`src/design/spsl_pkg.sv`:
```
`timescale 1ns / 1ps
// ----------------------------------------------------------------------------
// spsl_pkg : shared types and constants of the servo PD slew limiter
// Configuration layout, register indexes, reset values and the lane result
// record passed from the lanes to the merge stage.
// ----------------------------------------------------------------------------
package spsl_pkg;

    // Number of servo lanes carried on the stream ports
    localparam int IO_LANES  = 4;
    localparam int GAIN_FRAC = 12;
    localparam int CFG_W     = 16;
    localparam int IDX_W     = 2;

    // Register indexes of the configuration port
    localparam logic [IDX_W-1:0] CFG_PROP_GAIN  = 2'd0;
    localparam logic [IDX_W-1:0] CFG_DERIV_GAIN = 2'd1;
    localparam logic [IDX_W-1:0] CFG_MAX_STEP   = 2'd2;

    // Reset values: gains of about 0.6 and 0.05, step of about 0.8 degree
    localparam logic [CFG_W-1:0] RST_PROP_GAIN  = 16'd2458;
    localparam logic [CFG_W-1:0] RST_DERIV_GAIN = 16'd205;
    localparam logic [CFG_W-1:0] RST_MAX_STEP   = 16'd205;

    typedef struct packed {
        logic [CFG_W-1:0] prop_gain;
        logic [CFG_W-1:0] deriv_gain;
        logic [CFG_W-1:0] max_step;
    } t_cfg;

    // What one lane reports for the current tick
    typedef struct packed {
        logic [7:0] angle;
        logic       near;
    } t_lane_res;

endpackage

```
`src/design/spsl_merge.sv`:
```
`timescale 1ns / 1ps
// ----------------------------------------------------------------------------
// spsl_merge : lane merge and output stage
// Combines the lane results into one item (angles and arrived flag) and
// holds it in an output register backed by a skid register.
// ----------------------------------------------------------------------------
module spsl_merge import spsl_pkg::*; #(
    parameter int NUM_SERVOS = 4
) (
    input  logic                  i_clk,
    input  logic                  i_rst_n,
    input  logic                  i_push,
    input  t_lane_res             i_res [NUM_SERVOS],
    output logic                  o_ready,
    output logic                  o_valid,
    input  logic                  i_pop_ready,
    output logic [8*IO_LANES-1:0] o_data,
    output logic                  o_flag
);

    logic [8*IO_LANES-1:0] n_data;
    logic                  n_flag;

    logic [8*IO_LANES-1:0] r_out_data;
    logic                  r_out_flag;
    logic                  r_out_valid;
    logic [8*IO_LANES-1:0] r_skid_data;
    logic                  r_skid_flag;
    logic                  r_skid_valid;
    logic                  pop;

    // Pack the visible lanes; arrived only when every lane is near its target
    always_comb begin
        n_data = '0;
        n_flag = 1'b1;
        for (int i = 0; i < NUM_SERVOS; i++) begin
            n_flag = n_flag & i_res[i].near;
        end
        for (int i = 0; i < IO_LANES; i++) begin
            if (i < NUM_SERVOS) begin
                n_data[8*i +: 8] = i_res[i].angle;
            end
        end
    end

    assign pop = r_out_valid && i_pop_ready;

    // Output register with a skid stage behind it
    always_ff @(posedge i_clk) begin
        if (!i_rst_n) begin
            r_out_valid  <= 1'b0;
            r_skid_valid <= 1'b0;
        end else begin
            if (i_push && (!r_out_valid || pop)) begin
                r_out_valid <= 1'b1;
            end else if (i_push) begin
                r_skid_valid <= 1'b1;
            end else if (pop && r_skid_valid) begin
                r_skid_valid <= 1'b0;
            end else if (pop) begin
                r_out_valid <= 1'b0;
            end
        end
    end

    always_ff @(posedge i_clk) begin
        if (i_push && (!r_out_valid || pop)) begin
            r_out_data <= n_data;
            r_out_flag <= n_flag;
        end else if (i_push) begin
            r_skid_data <= n_data;
            r_skid_flag <= n_flag;
        end else if (pop && r_skid_valid) begin
            r_out_data <= r_skid_data;
            r_out_flag <= r_skid_flag;
        end
    end

    assign o_ready = !r_skid_valid;
    assign o_valid = r_out_valid;
    assign o_data  = r_out_data;
    assign o_flag  = r_out_flag;

endmodule

```
`config.mk`:
```
export PLATFORM = sky130hd
export DESIGN_NAME = spsl_merge
export DESIGN_NICKNAME = d
export VERILOG_FILES = /design/src/design/spsl_pkg.sv /design/src/design/spsl_merge.sv
export SDC_FILE = /design/constraint.sdc
export NUM_CORES = 1
export LEC_CHECK = 0
export BUFFER_PORTS_ARGS = -buffer_cell sky130_fd_sc_hd__clkbuf_2
export CAP_MARGIN = 20
export CORE_ASPECT_RATIO = 0.75
export CORE_MARGIN = 2
export CORE_UTILIZATION = 40
export CTS_CLUSTER_DIAMETER = 120
export CTS_CLUSTER_SIZE = 10
export DETAILED_ROUTE_END_ITERATION = 10
export HOLD_SLACK_MARGIN = 0.12
export SLEW_MARGIN = 20
export SYNTH_ARGS = -nofsm -noshare
export SYNTH_HDL_FRONTEND = slang
export SYNTH_SLANG_ARGS = --single-unit
```
`constraint.sdc`:
```
create_clock -name i_clk -period 6.3 [get_ports i_clk]
set_input_delay 0.315 -clock i_clk [delete_from_list [all_inputs] [get_ports i_clk]]
set_output_delay 0.315 -clock i_clk [all_outputs]
set_load 0.005 [all_outputs]
```
Word level (Yosys, flattened, before mapping)
Index checks and enable logic that the tools add are counted.
Word-level totals
  input port bits: 40
  bits in latches: 0
  register bits: 68
  ROM bits: 0
  output and inout port bits: 35
  memories: 0
  RAM bits: 0
Cells by class
  multiply operators: 0
  reductions and logical operators: 13
  bitwise logic cells: 4
  shift-type cells: 0
  mux-type cells: 12
  equality and inequality tests: 2
  divide/modulo/power cells: 0
  add/sub/neg operators: 0
  $lt $le $gt $ge: 0
Operators with widths (number)
  2-to-1 mux 32 bit: 3
  2-to-1 mux 1 bit: 9
  AND reduction 2 bit: 3
  nonzero test 2 bit: 3
  AND 1 bit: 3
  logical AND 1 bit: 3
  AND reduction 3 bit: 1
  zero test 1 bit: 2
  inequality test 2 x 1 -> 1 bit (second input constant): 1
  inequality test 2 bit (second input constant): 1
  logical OR 1 bit: 1
  NOT 1 bit: 1

Depth between registers and ports, before layout
  word-level depth: 5
  gate-level depth with buffers: 5

Worst setup path before layout
Ideal clock, no wire load.
  path type: flip-flop to flip-flop
  from: reg r_out_valid, in the netlist o_valid
  to: reg r_out_data[0], in the netlist o_data[0] (enable)
  slack: 4.005 ns
  stages on the path, launching flop included: 3
  arrival: 1.872 ns
  library setup time: 0.423 ns
  path buffers: 0
  path through: dfxtp_1 nor2b_4 nor2_1
On the way
  word-level cells in the longest chain between the ends: 5
  elaborated cells between the ends (all ways): 8
  those cells by class: 1 x eq/ne; 7 x reduce/logical
Ends and longest elaborated chain
  start, declared: line spsl_merge.sv:26  | logic r_out_valid;
  start signal, assigned: line spsl_merge.sv:51  | r_out_valid <= 1'b0;
  start signal, assigned: line spsl_merge.sv:55  | r_out_valid <= 1'b1;
  start signal, assigned: line spsl_merge.sv:61  | r_out_valid <= 1'b0;
  zero test 1 bit / logical AND 1 bit (equally long branches): line spsl_merge.sv:67, spsl_merge.sv:46
  logical OR 1 bit: line spsl_merge.sv:67  | if (i_push && (!r_out_valid || pop)) begin
  logical AND 1 bit: line spsl_merge.sv:67
  inequality test 2 x 1 -> 1 bit (no line) / nonzero test 2 bit (equally long branches)
  AND reduction 2 bit (no line) *
  end signal, assigned: line spsl_merge.sv:68  | r_out_data <= n_data;
  end signal, assigned: line spsl_merge.sv:74  | r_out_data <= r_skid_data;
  end, declared: line spsl_merge.sv:24  | logic [8*IO_LANES-1:0] r_out_data;
Every way passes the cells marked *; elsewhere a longest branch is shown, timed or not.
A chain may end at the register's enable or synchronous reset.

Final worst setup path
  from: reg r_out_valid, in the netlist o_valid
  to: reg r_out_data[29], in the netlist o_data[29], data pin
On the way
  word-level cells in the longest chain between the ends: 4
  elaborated cells between the ends (all ways): 5
  those cells by class: 1 x mux; 4 x reduce/logical
Ends and longest elaborated chain (line)
  zero test 1 bit / logical AND 1 bit (equally long branches): spsl_merge.sv:67, spsl_merge.sv:46
  logical OR 1 bit *: spsl_merge.sv:67
  logical AND 1 bit *: spsl_merge.sv:67
  2-to-1 mux 32 bit *: spsl_merge.sv:67
Marked as above.

==> results_dict.tcl <==
set metrics [dict create \
    status "complete, no violations" \
    gp_congestion 0.746 \
    numCtsBuffers 9 \
    synthTopCellsByCount "sky130_fd_sc_hd__edfxtp_1 (66), sky130_fd_sc_hd__mux2_4 (30), sky130_fd_sc_hd__buf_12 (3), sky130_fd_sc_hd__mux2_2 (3)" \
    ys_seq_area_share_pct 75.8 \
    grt_start_max_net_pins 34 \
    synth_area_leaders "sky130_fd_sc_hd__edfxtp_1 (74%), sky130_fd_sc_hd__mux2_4 (17%), sky130_fd_sc_hd__buf_12 (2.3%)" \
    ys_ff_latch 68 \
    cp_max_fo 33 \
    die_width_um 98.3 \
    max-clock-path-buffers 2 \
    yosysWarningCount 0 \
    leakagePower_nw 1.38 \
    synth.cell_area_um2 2670 \
    drtPass1Iterations 4 \
    worst_clock_skew_ns 0.00698 \
    die-area_um2 7340 \
    maxCapViolCount 0 \
    max-slew-margin-rel_pct 38.0 \
    final_max_slew_viol_count 0 \
    drc 0 \
    async_flop_share_pct 0 \
    grt_pass1_wl_um 6710 \
    worst-slew-pin-transition_ns 0.928 \
    port_buffers 74 \
    synthesis.area_per_instance_um2 22.6 \
    synth.most_common_cell "sky130_fd_sc_hd__edfxtp_1" \
    synth-edff-count 66 \
    grt_pass1_vias 1366 \
    clock_tree_from_tritoncts "built" \
    drt_wl_total_um 4300 \
    path_clk_slew_ns 0.07 \
    worstSetupEndpointType "flop" \
    clk-insertion-delay-late_ns 0.34 \
    area_delta_synth_final_pct 25.4 \
    ant_diodes 0 \
    pin_count 75 \
    fraction_of_layout_instances_using_a_drive_strength_above_1_pct 61.5 \
    netlist.top_cell.by_area "sky130_fd_sc_hd__edfxtp_1" \
    ys_dominant_reg_cell "sky130_fd_sc_hd__edfxtp_1" \
    worst-endpoint-required_ns 6.39 \
    timing.final.crit_share_pct 29.2 \
    cts-resized-gates 0 \
    setup_viol 0 \
    core_um2 6380 \
    crit_path_start_kind "flop" \
    cpPeakStageDelay_ns 0.55 \
    cts-hold-fix-buffers 0 \
    setup_tns_ns 0 \
    holdCritPathClass "in -> reg" \
    ys_types 17 \
    floorplan.initialDensity_pct 41.8 \
    critical_path_class "reg -> reg" \
    power.density_nw_per_um2 320 \
    detail_route.wl_per_cell_um 15.0 \
    achievable-frequency_ghz 0.543 \
    max-vdd-ir-drop_uv 166 \
    post-dp-hpwl_um 2900 \
    n_fill_cell 545 \
    timing.critical_path.arrival_ns 1.93 \
    syn_nets 158 \
    crit_path_cell_trace "nor2b_4, nand2b_4, mux2_2" \
    dr.first_iter.drc_count 37 \
    drtAntennaViolNets 0 \
    die_y_um 74.7 \
    critPathSlowestCell "sky130_fd_sc_hd__nand2b_4" \
    synth_top_area_share_pct 74.3 \
    grt-ovfl-total 0 \
    detail_route.vias_per_cell 4.71 \
    syn_inst 118 \
    grt_setup_unrepaired "false" \
    period_minus_slack_ns 1.84 \
    floorplan.rows 25 \
    report.power.total_mw 1.07 \
    hold_violations 0 \
    htree_levels 3 \
    cts_num_sinks 68 \
    clockRootBuffer "sky130_fd_sc_hd__clkbuf_8" \
    grt.total_usage_pct 12.5 \
    postCtsSetupRepairBufs 0 \
    antenna_found_initial 0 \
    nNetsFinal 240 \
    route.vias.total 1347 \
]
[state kept, by name (all words and copies together) (netlist names)]
signal / cells
o_data: 32
r_skid_data: 32
o_flag: 1
o_valid: 1
r_skid_flag: 1
r_skid_valid: 1
[worst max-delay path, delay by kind of cell (launching register included)]
family,cells,cell delay [ns]
AND/OR/NAND/NOR,2,0.77
flip-flops,1,0.40
multiplexers,1,0.40
[cell usage in the layout (no fill, tap or decap)]
cell and count:
sky130_fd_sc_hd__nor2_4 1, sky130_fd_sc_hd__a21oi_1 1, sky130_fd_sc_hd__bufinv_16 4, sky130_fd_sc_hd__inv_6 1, sky130_fd_sc_hd__clkinv_1 1, sky130_fd_sc_hd__inv_1 1
sky130_fd_sc_hd__and4_1 1, sky130_fd_sc_hd__edfxtp_1 66, sky130_fd_sc_hd__buf_4 1, sky130_fd_sc_hd__clkbuf_2 74, sky130_fd_sc_hd__o21a_1 1, sky130_fd_sc_hd__mux2_4 30
sky130_fd_sc_hd__nor2b_4 1, sky130_fd_sc_hd__mux2_2 3, sky130_fd_sc_hd__nand2_1 2, sky130_fd_sc_hd__and2_1 1, sky130_fd_sc_hd__o21ai_0 1, sky130_fd_sc_hd__clkbuf_8 9
sky130_fd_sc_hd__dfxtp_1 2, sky130_fd_sc_hd__nand2b_4 1, sky130_fd_sc_hd__a21boi_0 2, sky130_fd_sc_hd__clkinv_2 1
[per-stage QoR]
stage	hold WS [ns]	cell area, µm²	cells	util, %	setup WS [ns]
floorplan	0.414	2670	118	-	4.00
global placement	0.472	3080	270	48.3	4.50
detailed placement	0.509	3080	270	48.3	4.43
CTS	0.150	3340	286	52.4	4.43
global route	0.137	3340	286	52.4	4.33
finish	0.168	3340	286	52.4	4.46
[cell type report]
type                       count  area (µm²)  share of cell area [%]
inverter                       1        3.75                   0.112
timing repair buffer          75         378                    11.3
multi-input combinational     45         578                    17.3
clock buffer                   9         124                    3.70
sequential                    68        2020                    60.5
clock inverter                 7         138                    4.12
tap                           81         101                    3.03
[where the power goes]
part | total (mW) | leakage [nW] | internal (mW) | switching (mW)
combinational | 0.0787 | 0.610 | 0.0434 | 0.0353
sequential | 0.528 | 0.636 | 0.522 | 0.00641
clock | 0.464 | 0.131 | 0.302 | 0.162
total | 1.07 | 1.38 | 0.867 | 0.204
[final timing paths]
kind                             start                   endpoint  slack (ns)  depth (start not counted)
max               o_valid$_SDFFE_PN0P_       o_data[29]$_DFFE_PP_        4.46                          3
min reg2reg  r_skid_valid$_SDFFE_PN0P_  r_skid_valid$_SDFFE_PN0P_        0.53                          2
min                           i_res[6]  r_skid_data[29]$_DFFE_PP_        0.17                          1
max reg2reg       o_valid$_SDFFE_PN0P_       o_data[29]$_DFFE_PP_        4.46                          3
[per-layer routing]
metal / GRT usage (%) / vias to the layer above / share of wire (%) / wire length, µm
met5: 0 / - / 0 / 0
met4: 4.11 / 0 / 0.93 / 40
met3: 7.52 / 5 / 9.2 / 396
met2: 19.0 / 53 / 45 / 1960
met1: 15.0 / 665 / 44 / 1910
li1: - / 624 / - / -
[kinds of logic (layout without fill, tap and decap cells)]
kind of cell	count (synthesis)	after routing	share of synthesized area, %
AOI/OAI and AO/OA	5	5	1.22
and+or+nand+nor	7	7	2.02
DFF	68	68	75.8
buffers and inverters	5	92	2.81
muxes	33	33	18.2
Note: power is estimated with default switching activity, not from simulation.
