[src/design/spsl_pkg.sv]
`timescale 1ns / 1ps
// ----------------------------------------------------------------------------
// spsl_pkg : shared types and constants of the servo PD slew limiter
// Configuration layout, register indexes, reset values and the lane result
// record passed from the lanes to the merge stage.
// ----------------------------------------------------------------------------
package spsl_pkg;

    // Number of servo lanes carried on the stream ports
    localparam int IO_LANES  = 4;
    localparam int GAIN_FRAC = 12;
    localparam int CFG_W     = 16;
    localparam int IDX_W     = 2;

    // Register indexes of the configuration port
    localparam logic [IDX_W-1:0] CFG_PROP_GAIN  = 2'd0;
    localparam logic [IDX_W-1:0] CFG_DERIV_GAIN = 2'd1;
    localparam logic [IDX_W-1:0] CFG_MAX_STEP   = 2'd2;

    // Reset values: gains of about 0.6 and 0.05, step of about 0.8 degree
    localparam logic [CFG_W-1:0] RST_PROP_GAIN  = 16'd2458;
    localparam logic [CFG_W-1:0] RST_DERIV_GAIN = 16'd205;
    localparam logic [CFG_W-1:0] RST_MAX_STEP   = 16'd205;

    typedef struct packed {
        logic [CFG_W-1:0] prop_gain;
        logic [CFG_W-1:0] deriv_gain;
        logic [CFG_W-1:0] max_step;
    } t_cfg;

    // What one lane reports for the current tick
    typedef struct packed {
        logic [7:0] angle;
        logic       near;
    } t_lane_res;

endpackage

[src/design/spsl_lane.sv]
`timescale 1ns / 1ps
// ----------------------------------------------------------------------------
// spsl_lane : one servo lane of the PD slew limiter
// Holds the fixed-point angle and last error of one servo, forms the PD step,
// limits it, applies it and clamps the angle to the full-scale range.
// ----------------------------------------------------------------------------
module spsl_lane import spsl_pkg::*; #(
    parameter int FRAC_BITS = 8
) (
    input  logic       i_clk,
    input  logic       i_rst_n,
    input  logic       i_en,
    input  t_cfg       i_cfg,
    input  logic [7:0] i_target,
    output t_lane_res  o_res
);

    localparam int AW = 8 + FRAC_BITS;           // angle, unsigned
    localparam int EW = 9 + FRAC_BITS;           // error, signed
    localparam int DW = EW + 1;                  // error change, signed
    localparam int PW = CFG_W + 1 + EW;          // proportional product
    localparam int QW = CFG_W + 1 + DW;          // derivative product
    localparam int SW = QW + 1;                  // summed step
    localparam int MW = CFG_W + 1;               // limited step
    localparam int LW = ((AW + 1 > MW) ? AW + 1 : MW) + 1;

    localparam logic [AW-1:0] FULL_SCALE = AW'(180 << FRAC_BITS);
    localparam logic [AW-1:0] MID_SCALE  = AW'(90 << FRAC_BITS);
    localparam logic signed [EW-1:0] ONE_DEG = EW'(1 << FRAC_BITS);

    logic [AW-1:0]        r_angle;
    logic signed [EW-1:0] r_prev_err;
    logic [AW-1:0]        n_angle;

    logic signed [EW-1:0] err;
    logic signed [DW-1:0] der;
    logic signed [PW-1:0] prod_p;
    logic signed [QW-1:0] prod_d;
    logic signed [PW-1:0] shr_p;
    logic signed [QW-1:0] shr_d;
    logic signed [SW-1:0] step;
    logic signed [SW-1:0] lim_pos;
    logic signed [SW-1:0] lim_neg;
    logic signed [MW-1:0] step_lim;
    logic signed [LW-1:0] sum;
    logic signed [LW-1:0] full_w;

    // Error against the target and its change since the last tick
    assign err = $signed({1'b0, i_target, {FRAC_BITS{1'b0}}}) - $signed({1'b0, r_angle});
    assign der = $signed({err[EW-1], err}) - $signed({r_prev_err[EW-1], r_prev_err});

    // PD products, floored by arithmetic shift
    assign prod_p = $signed({1'b0, i_cfg.prop_gain}) * err;
    assign prod_d = $signed({1'b0, i_cfg.deriv_gain}) * der;
    assign shr_p  = prod_p >>> GAIN_FRAC;
    assign shr_d  = prod_d >>> GAIN_FRAC;
    assign step   = $signed({{(SW-PW){shr_p[PW-1]}}, shr_p})
                  + $signed({{(SW-QW){shr_d[QW-1]}}, shr_d});

    // Limit the step to plus or minus the rate limit
    assign lim_pos = $signed({{(SW-CFG_W){1'b0}}, i_cfg.max_step});
    assign lim_neg = -lim_pos;

    always_comb begin
        if (step > lim_pos) begin
            step_lim = lim_pos[MW-1:0];
        end else if (step < lim_neg) begin
            step_lim = lim_neg[MW-1:0];
        end else begin
            step_lim = step[MW-1:0];
        end
    end

    // Apply the step and clamp to 0..full scale
    assign sum    = $signed({{(LW-AW){1'b0}}, r_angle})
                  + $signed({{(LW-MW){step_lim[MW-1]}}, step_lim});
    assign full_w = $signed({{(LW-AW){1'b0}}, FULL_SCALE});

    always_comb begin
        if (sum < 0) begin
            n_angle = '0;
        end else if (sum > full_w) begin
            n_angle = FULL_SCALE;
        end else begin
            n_angle = sum[AW-1:0];
        end
    end

    // Hold the lane state; advance it on each accepted item
    always_ff @(posedge i_clk) begin
        if (!i_rst_n) begin
            r_angle    <= MID_SCALE;
            r_prev_err <= '0;
        end else if (i_en) begin
            r_angle    <= n_angle;
            r_prev_err <= err;
        end
    end

    assign o_res.angle = n_angle[AW-1:FRAC_BITS];
    assign o_res.near  = (err <= ONE_DEG) && (err >= -ONE_DEG);

endmodule

[config.mk]
export PLATFORM = sky130hd
export DESIGN_NAME = spsl_lane
export DESIGN_NICKNAME = d
export VERILOG_FILES = /design/src/design/spsl_pkg.sv /design/src/design/spsl_lane.sv
export SDC_FILE = /design/constraint.sdc
export NUM_CORES = 2
export LEC_CHECK = 0
export ABC_AREA = 0
export CAP_MARGIN = 20
export CORE_UTILIZATION = 55
export DETAILED_ROUTE_END_ITERATION = 7
export DONT_BUFFER_PORTS = 1
export GPL_TIMING_DRIVEN = 1
export HOLD_SLACK_MARGIN = 0.03
export PLACE_DENSITY = 0.67
export SLEW_MARGIN = 20
export SYNTH_ARGS = -nofsm -noshare
export SYNTH_HDL_FRONTEND = slang
export SYNTH_SLANG_ARGS = --single-unit
[constraint.sdc]
create_clock -name i_clk -period 29.5 [get_ports i_clk]
set_clock_uncertainty 0.2 [all_clocks]
set_input_delay 5.9 -clock i_clk [delete_from_list [all_inputs] [get_ports i_clk]]
set_output_delay 5.9 -clock i_clk [all_outputs]
set_load 0.01 [all_outputs]
# Yosys cells after proc, flatten, opt, wreduce, memory -nomap -nowiden
# Cells that the tools add are included.
# W data, S select, Z words.
[classes]
shift = 0
eq_ne = 0
div_mod_pow = 0
n_addsub = 5
mul = 2
bitwise_logic = 0
mux = 4
reduce_logical = 1
magnitude_cmp = 6
[op_table]
columns = ["operator", "count"]
rows = [
  ["$lt A24 B36 Y1", 1],
  ["$neg A16 Y36", 1],
  ["$mul A17 B18 Y35", 1],
  ["$mul A17 B17 Y34", 1],
  ["$mux W17", 2],
  ["$mux W16", 2],
  ["$add A22 B23 Y24", 1],
  ["$gt A24 B17 Y1", 1],
  ["$add A17 B17 Y18", 1],
  ["$gt A18 B17 Y1 const B", 1],
  ["$lt A18 B1 Y1 const B", 1],
  ["$sub A17 B17 Y18", 1],
  ["$ge A17 B9 Y1 const B", 1],
  ["$le A17 B10 Y1 const B", 1],
  ["$sub A16 B16 Y17", 1],
  ["$logic_and A1 B1 Y1", 1],
]
[word_totals]
input_bits = 59
reg_bits = 33
output_inout_bits = 9
n_memories = 0
mem_bits_rw = 0
wordCells = 20
latchBits = 0
mem_bits_ro = 0

# Depth between registers and ports, before layout
[logic_depth]
ltp_word = 11
ltp_mapped = 80
ltp_nobuf = 74

# Worst setup path before layout
# Ideal clock, no wire load.
[synth_timing]
path_type = "input to output"
startpoint = "input port i_target[0]"
endpoint = "output port o_res[3] (netlist name)"
required_ns = 23.400
path_buffers = 8
stages = 74
slack_ns = 2.449
arrival_ns = 20.951
path_cell_list = "ha_1 a41oi_1 nor2_1 o21a_1 o21ai_0 nand2b_1 a21oi_1 o21bai_1 xor2_1 clkbuf_1 clkbuf_1 ha_1 and3_1 a21oi_1 o21ai_0 o21ai_0 a31o_2 clkbuf_1 [38 not listed] buf_1 a21oi_1 o22ai_1 ha_1 nor2b_1 o31ai_1 a21oi_1 o21a_1 o21ba_2 o211a_1 a211oi_1 a41oi_1 o21ai_0 a21oi_1 o211ai_4 nor2_1 nor2_1 buf_4"
[synth_between]
elab_chain_cells = 11
elab_cells_between_ends = 14
cone_classes = "add/sub (4); mul (2); order compare (4); mux (4)"
[synth_rtl]
columns = ["item", "line", "source"]
rows = [
  ["from (decl)", "spsl_lane.sv:14", "input logic [7:0] i_target,"],
  ["$sub A16 B16 Y17 *", "spsl_lane.sv:49", "assign err = $signed({1'b0, i_target, {FRAC_BITS{1'b0}}}) - $signed({1'b0, r_angle});"],
  ["net err[14]", "spsl_lane.sv:35", "logic signed [EW-1:0] err;"],
  ["$sub A17 B17 Y18", "spsl_lane.sv:50", "assign der = $signed({err[EW-1], err}) - $signed({r_prev_err[EW-1], r_prev_err});"],
  ["$mul A17 B18 Y35", "spsl_lane.sv:54", "assign prod_d = $signed({1'b0, i_cfg.deriv_gain}) * der;"],
  ["$add A22 B23 Y24 *", "spsl_lane.sv:58", "+ $signed({{(SW-QW){shr_d[QW-1]}}, shr_d});"],
  ["$lt A24 B36 Y1", "spsl_lane.sv:67", "end else if (step < lim_neg) begin"],
  ["$mux W17", "spsl_lane.sv:67", ""],
  ["$mux W17 *", "spsl_lane.sv:65", "if (step > lim_pos) begin"],
  ["$add A17 B17 Y18 *", "spsl_lane.sv:76", "+ $signed({{(LW-MW){step_lim[MW-1]}}, step_lim});"],
  ["$gt A18 B17 Y1", "spsl_lane.sv:82", "end else if (sum > full_w) begin"],
  ["$mux W16", "spsl_lane.sv:82", ""],
  ["$mux W16 *", "spsl_lane.sv:80", "if (sum < 0) begin"],
  ["to (decl)", "spsl_lane.sv:15", "output t_lane_res o_res"],
]
# The timed path passes the listed nets; every way through them passes the cells marked *.

==> metrics.cfg <==
[clock_tree]
cts_max_level=2
clk_pin_slew_ps=50
insertion_delay_ps=300
cts_tree=yes
cts_buffers=5
clockRootBuffer=clkbuf_16
clock-sinks=33
clockBufferDepth=2
post_cts_buffers=0

[yosys]
yosys.area.top_type_share=0.390
muxShareOfSynthArea=0.00925
synth_area_leaders=fa_1 (39%), ha_1 (16%), inv_1 (9.6%)
synth_xor_area_frac=0.0389
ys_types=75
yosys.area_share.simple=0.176
synth.cell_area_um2=25400
syn_avg_cell_area_um2=8.51
yosys.area.top_type=fa_1
yosys_warnings=0
netlist_instances=2987
ys_ff_latch=33
synth_top_family_by_area=adder cells
synth_nets=3866
async_flop_share=0
synth_ff_type=dfxtp_1
synth_compound_area_frac=0.0877
synth_edf_count=0
ys_seq_area_frac=0.0260
synthAdderAreaFrac=0.550

[global_route]
grt_overflow_total=0
grt_pass1_vias=21100
grt_max_degree=34
grt_use_total=0.284
grt_pass1_wl_mm=106
antenna_found_initial=0

[route]
drc_errors=0
ant_nets=0
wire_per_inst_um=18.1
wl_mm=63.7
dr.first_iter.drc_count=1041
dr.pass1.iters=5
via_per_inst=5.57
vias=19600

[cells_and_area]
final_common_cell=inv_1
fin_area_um2=26200
diodes=0
fillers=4190
drive_above_1_share=0.0291
fin_cells=3520
syn_to_final_growth_pct=2.98
final_util=0.576
final_cell_mix=inv_1 (649), fa_1 (494), nand2_1 (362)
nets=3798

[sta]
slew-limit-headroom=0.268
rsz0062_at_grt=no
setup_viol=0
worst_pin_slew_ps=1090
fin_crit_ps=28090
fmax_mhz=35.6
slew_violations=0
finalCritPeriodShare=0.952
fin_tns_setup_ps=0
hold_viol_final=0

[placement]
placed_cells=3511
gp_congestion=0.905
hpwl_mm=52.1
dpl-instance-area_um2=26000
portBuffers=0

[critical_path]
crit_required_ps=23400
critPathLaunchType=primary input
slowest_delay_ps=580
crit_type=in -> out
cp_common_cell=o21ai_0
endpoint_kind=output port
cpMaxStageDelayCell=fa_1
cp_data_arrival_time_ps=21990
worstPathMaxFanout=26

[flow_run]
drv_cap=0

[die]
start_util=0.559
num_rows=78
io_pins=68
fp.dieW_um=217
die_y_um=217
core-area_um2=45500
dieArea_um2=47100

[run_status]
outcome=finished clean

[min_path]
hold_class=reg -> reg

cells in the mapped netlist (14+ instances only):
master,count
nor2b_1,45
nor2_1,106
nor3_1,36
o21ai_0,62
ha_1,325
a21o_1,32
o21a_1,27
a21oi_1,99
nand2_1,362
fa_1,495
dfxtp_1,33
nand4_1,14
mux2i_1,19
and2_1,250
xnor2_1,74
nand2b_1,14
xor2_1,39
inv_1,649
or2_2,17
clkbuf_1,90
nand3_1,16
registers in the layout (all words and copies together) (netlist names):
| name | flops |
|---|---|
| r_angle | 16 |
| r_prev_err | 17 |
per-stage QoR:
| stage | setup WS (ps) | hold slack [ps] |
|---|---|---|
| final | 1410 | 315 |
| after global routing | 173 | 344 |
| after CTS | 1130 | 320 |
| after detailed placement | 1160 | 302 |
| after global placement | 1630 | 299 |
| after floorplan | 2450 | 245 |
path summary, 6_finish.rpt:
kind | from | endpoint | slack, ps | depth (start not counted)
setup / recovery | i_target[0] | o_res[7] | 1410 | 70
hold / removal | r_prev_err[5]$_SDFFE_PN0P_ | r_prev_err[5]$_SDFFE_PN0P_ | 310 | 2
setup reg to reg | r_angle[0]$_SDFFE_PN0P_ | r_angle[9]$_SDFFE_PN1P_ | 11720 | 69
hold reg to reg | r_prev_err[5]$_SDFFE_PN0P_ | r_prev_err[5]$_SDFFE_PN0P_ | 310 | 2
routing by layer:
| layer | wire, um | part of all wire | vias to the layer above | GRT usage |
|---|---|---|---|---|
| met3 | 2800 | 0.044 | 133 | 0.0247 |
| met5 | 0 | 0 | - | 0 |
| met4 | 2430 | 0.038 | 0 | 0.104 |
| met1 | 26100 | 0.41 | 9886 | 0.360 |
| met2 | 32400 | 0.51 | 514 | 0.502 |
| li1 | - | - | 9066 | - |
timing repair:
item | CTS | global route
hold buffers | 0 | 0
gates resized for setup | 0 | 3
setup endpoints to repair | 0 | 8
critical path: cells and delay by family:
family / cells / cell delay, ps
AOI/OAI and AO/OA: 32 / 6950
adders and majority gates: 13 / 5500
and+or+nand+nor: 15 / 2260
buffers and inverters: 6 / 610
xor gates and xnor gates: 3 / 610
muxes: 1 / 100
cells by family after synthesis:
| logic type | after synthesis |
|---|---|
| muxes | 22 |
| AOI/OAI and AO/OA | 339 |
| buffers and inverters | 757 |
| DFF | 33 |
| and+or+nand+nor | 903 |
| adders and majority gates | 820 |
| xor gates and xnor gates | 113 |
final cells by class:
cell class	instances	area, um2	share of cell area
multi-input combinational	2198	22000	0.839
inverter	650	2440	0.0932
timing repair buffer	31	233	0.00889
clock inverter	2	10.0	0.000382
sequential	33	661	0.0252
tap	600	751	0.0287
clock buffer	6	129	0.00492
Power is not shown: default switching activity piles up to over one toggle a cycle in this logic, so the estimate is an artifact.
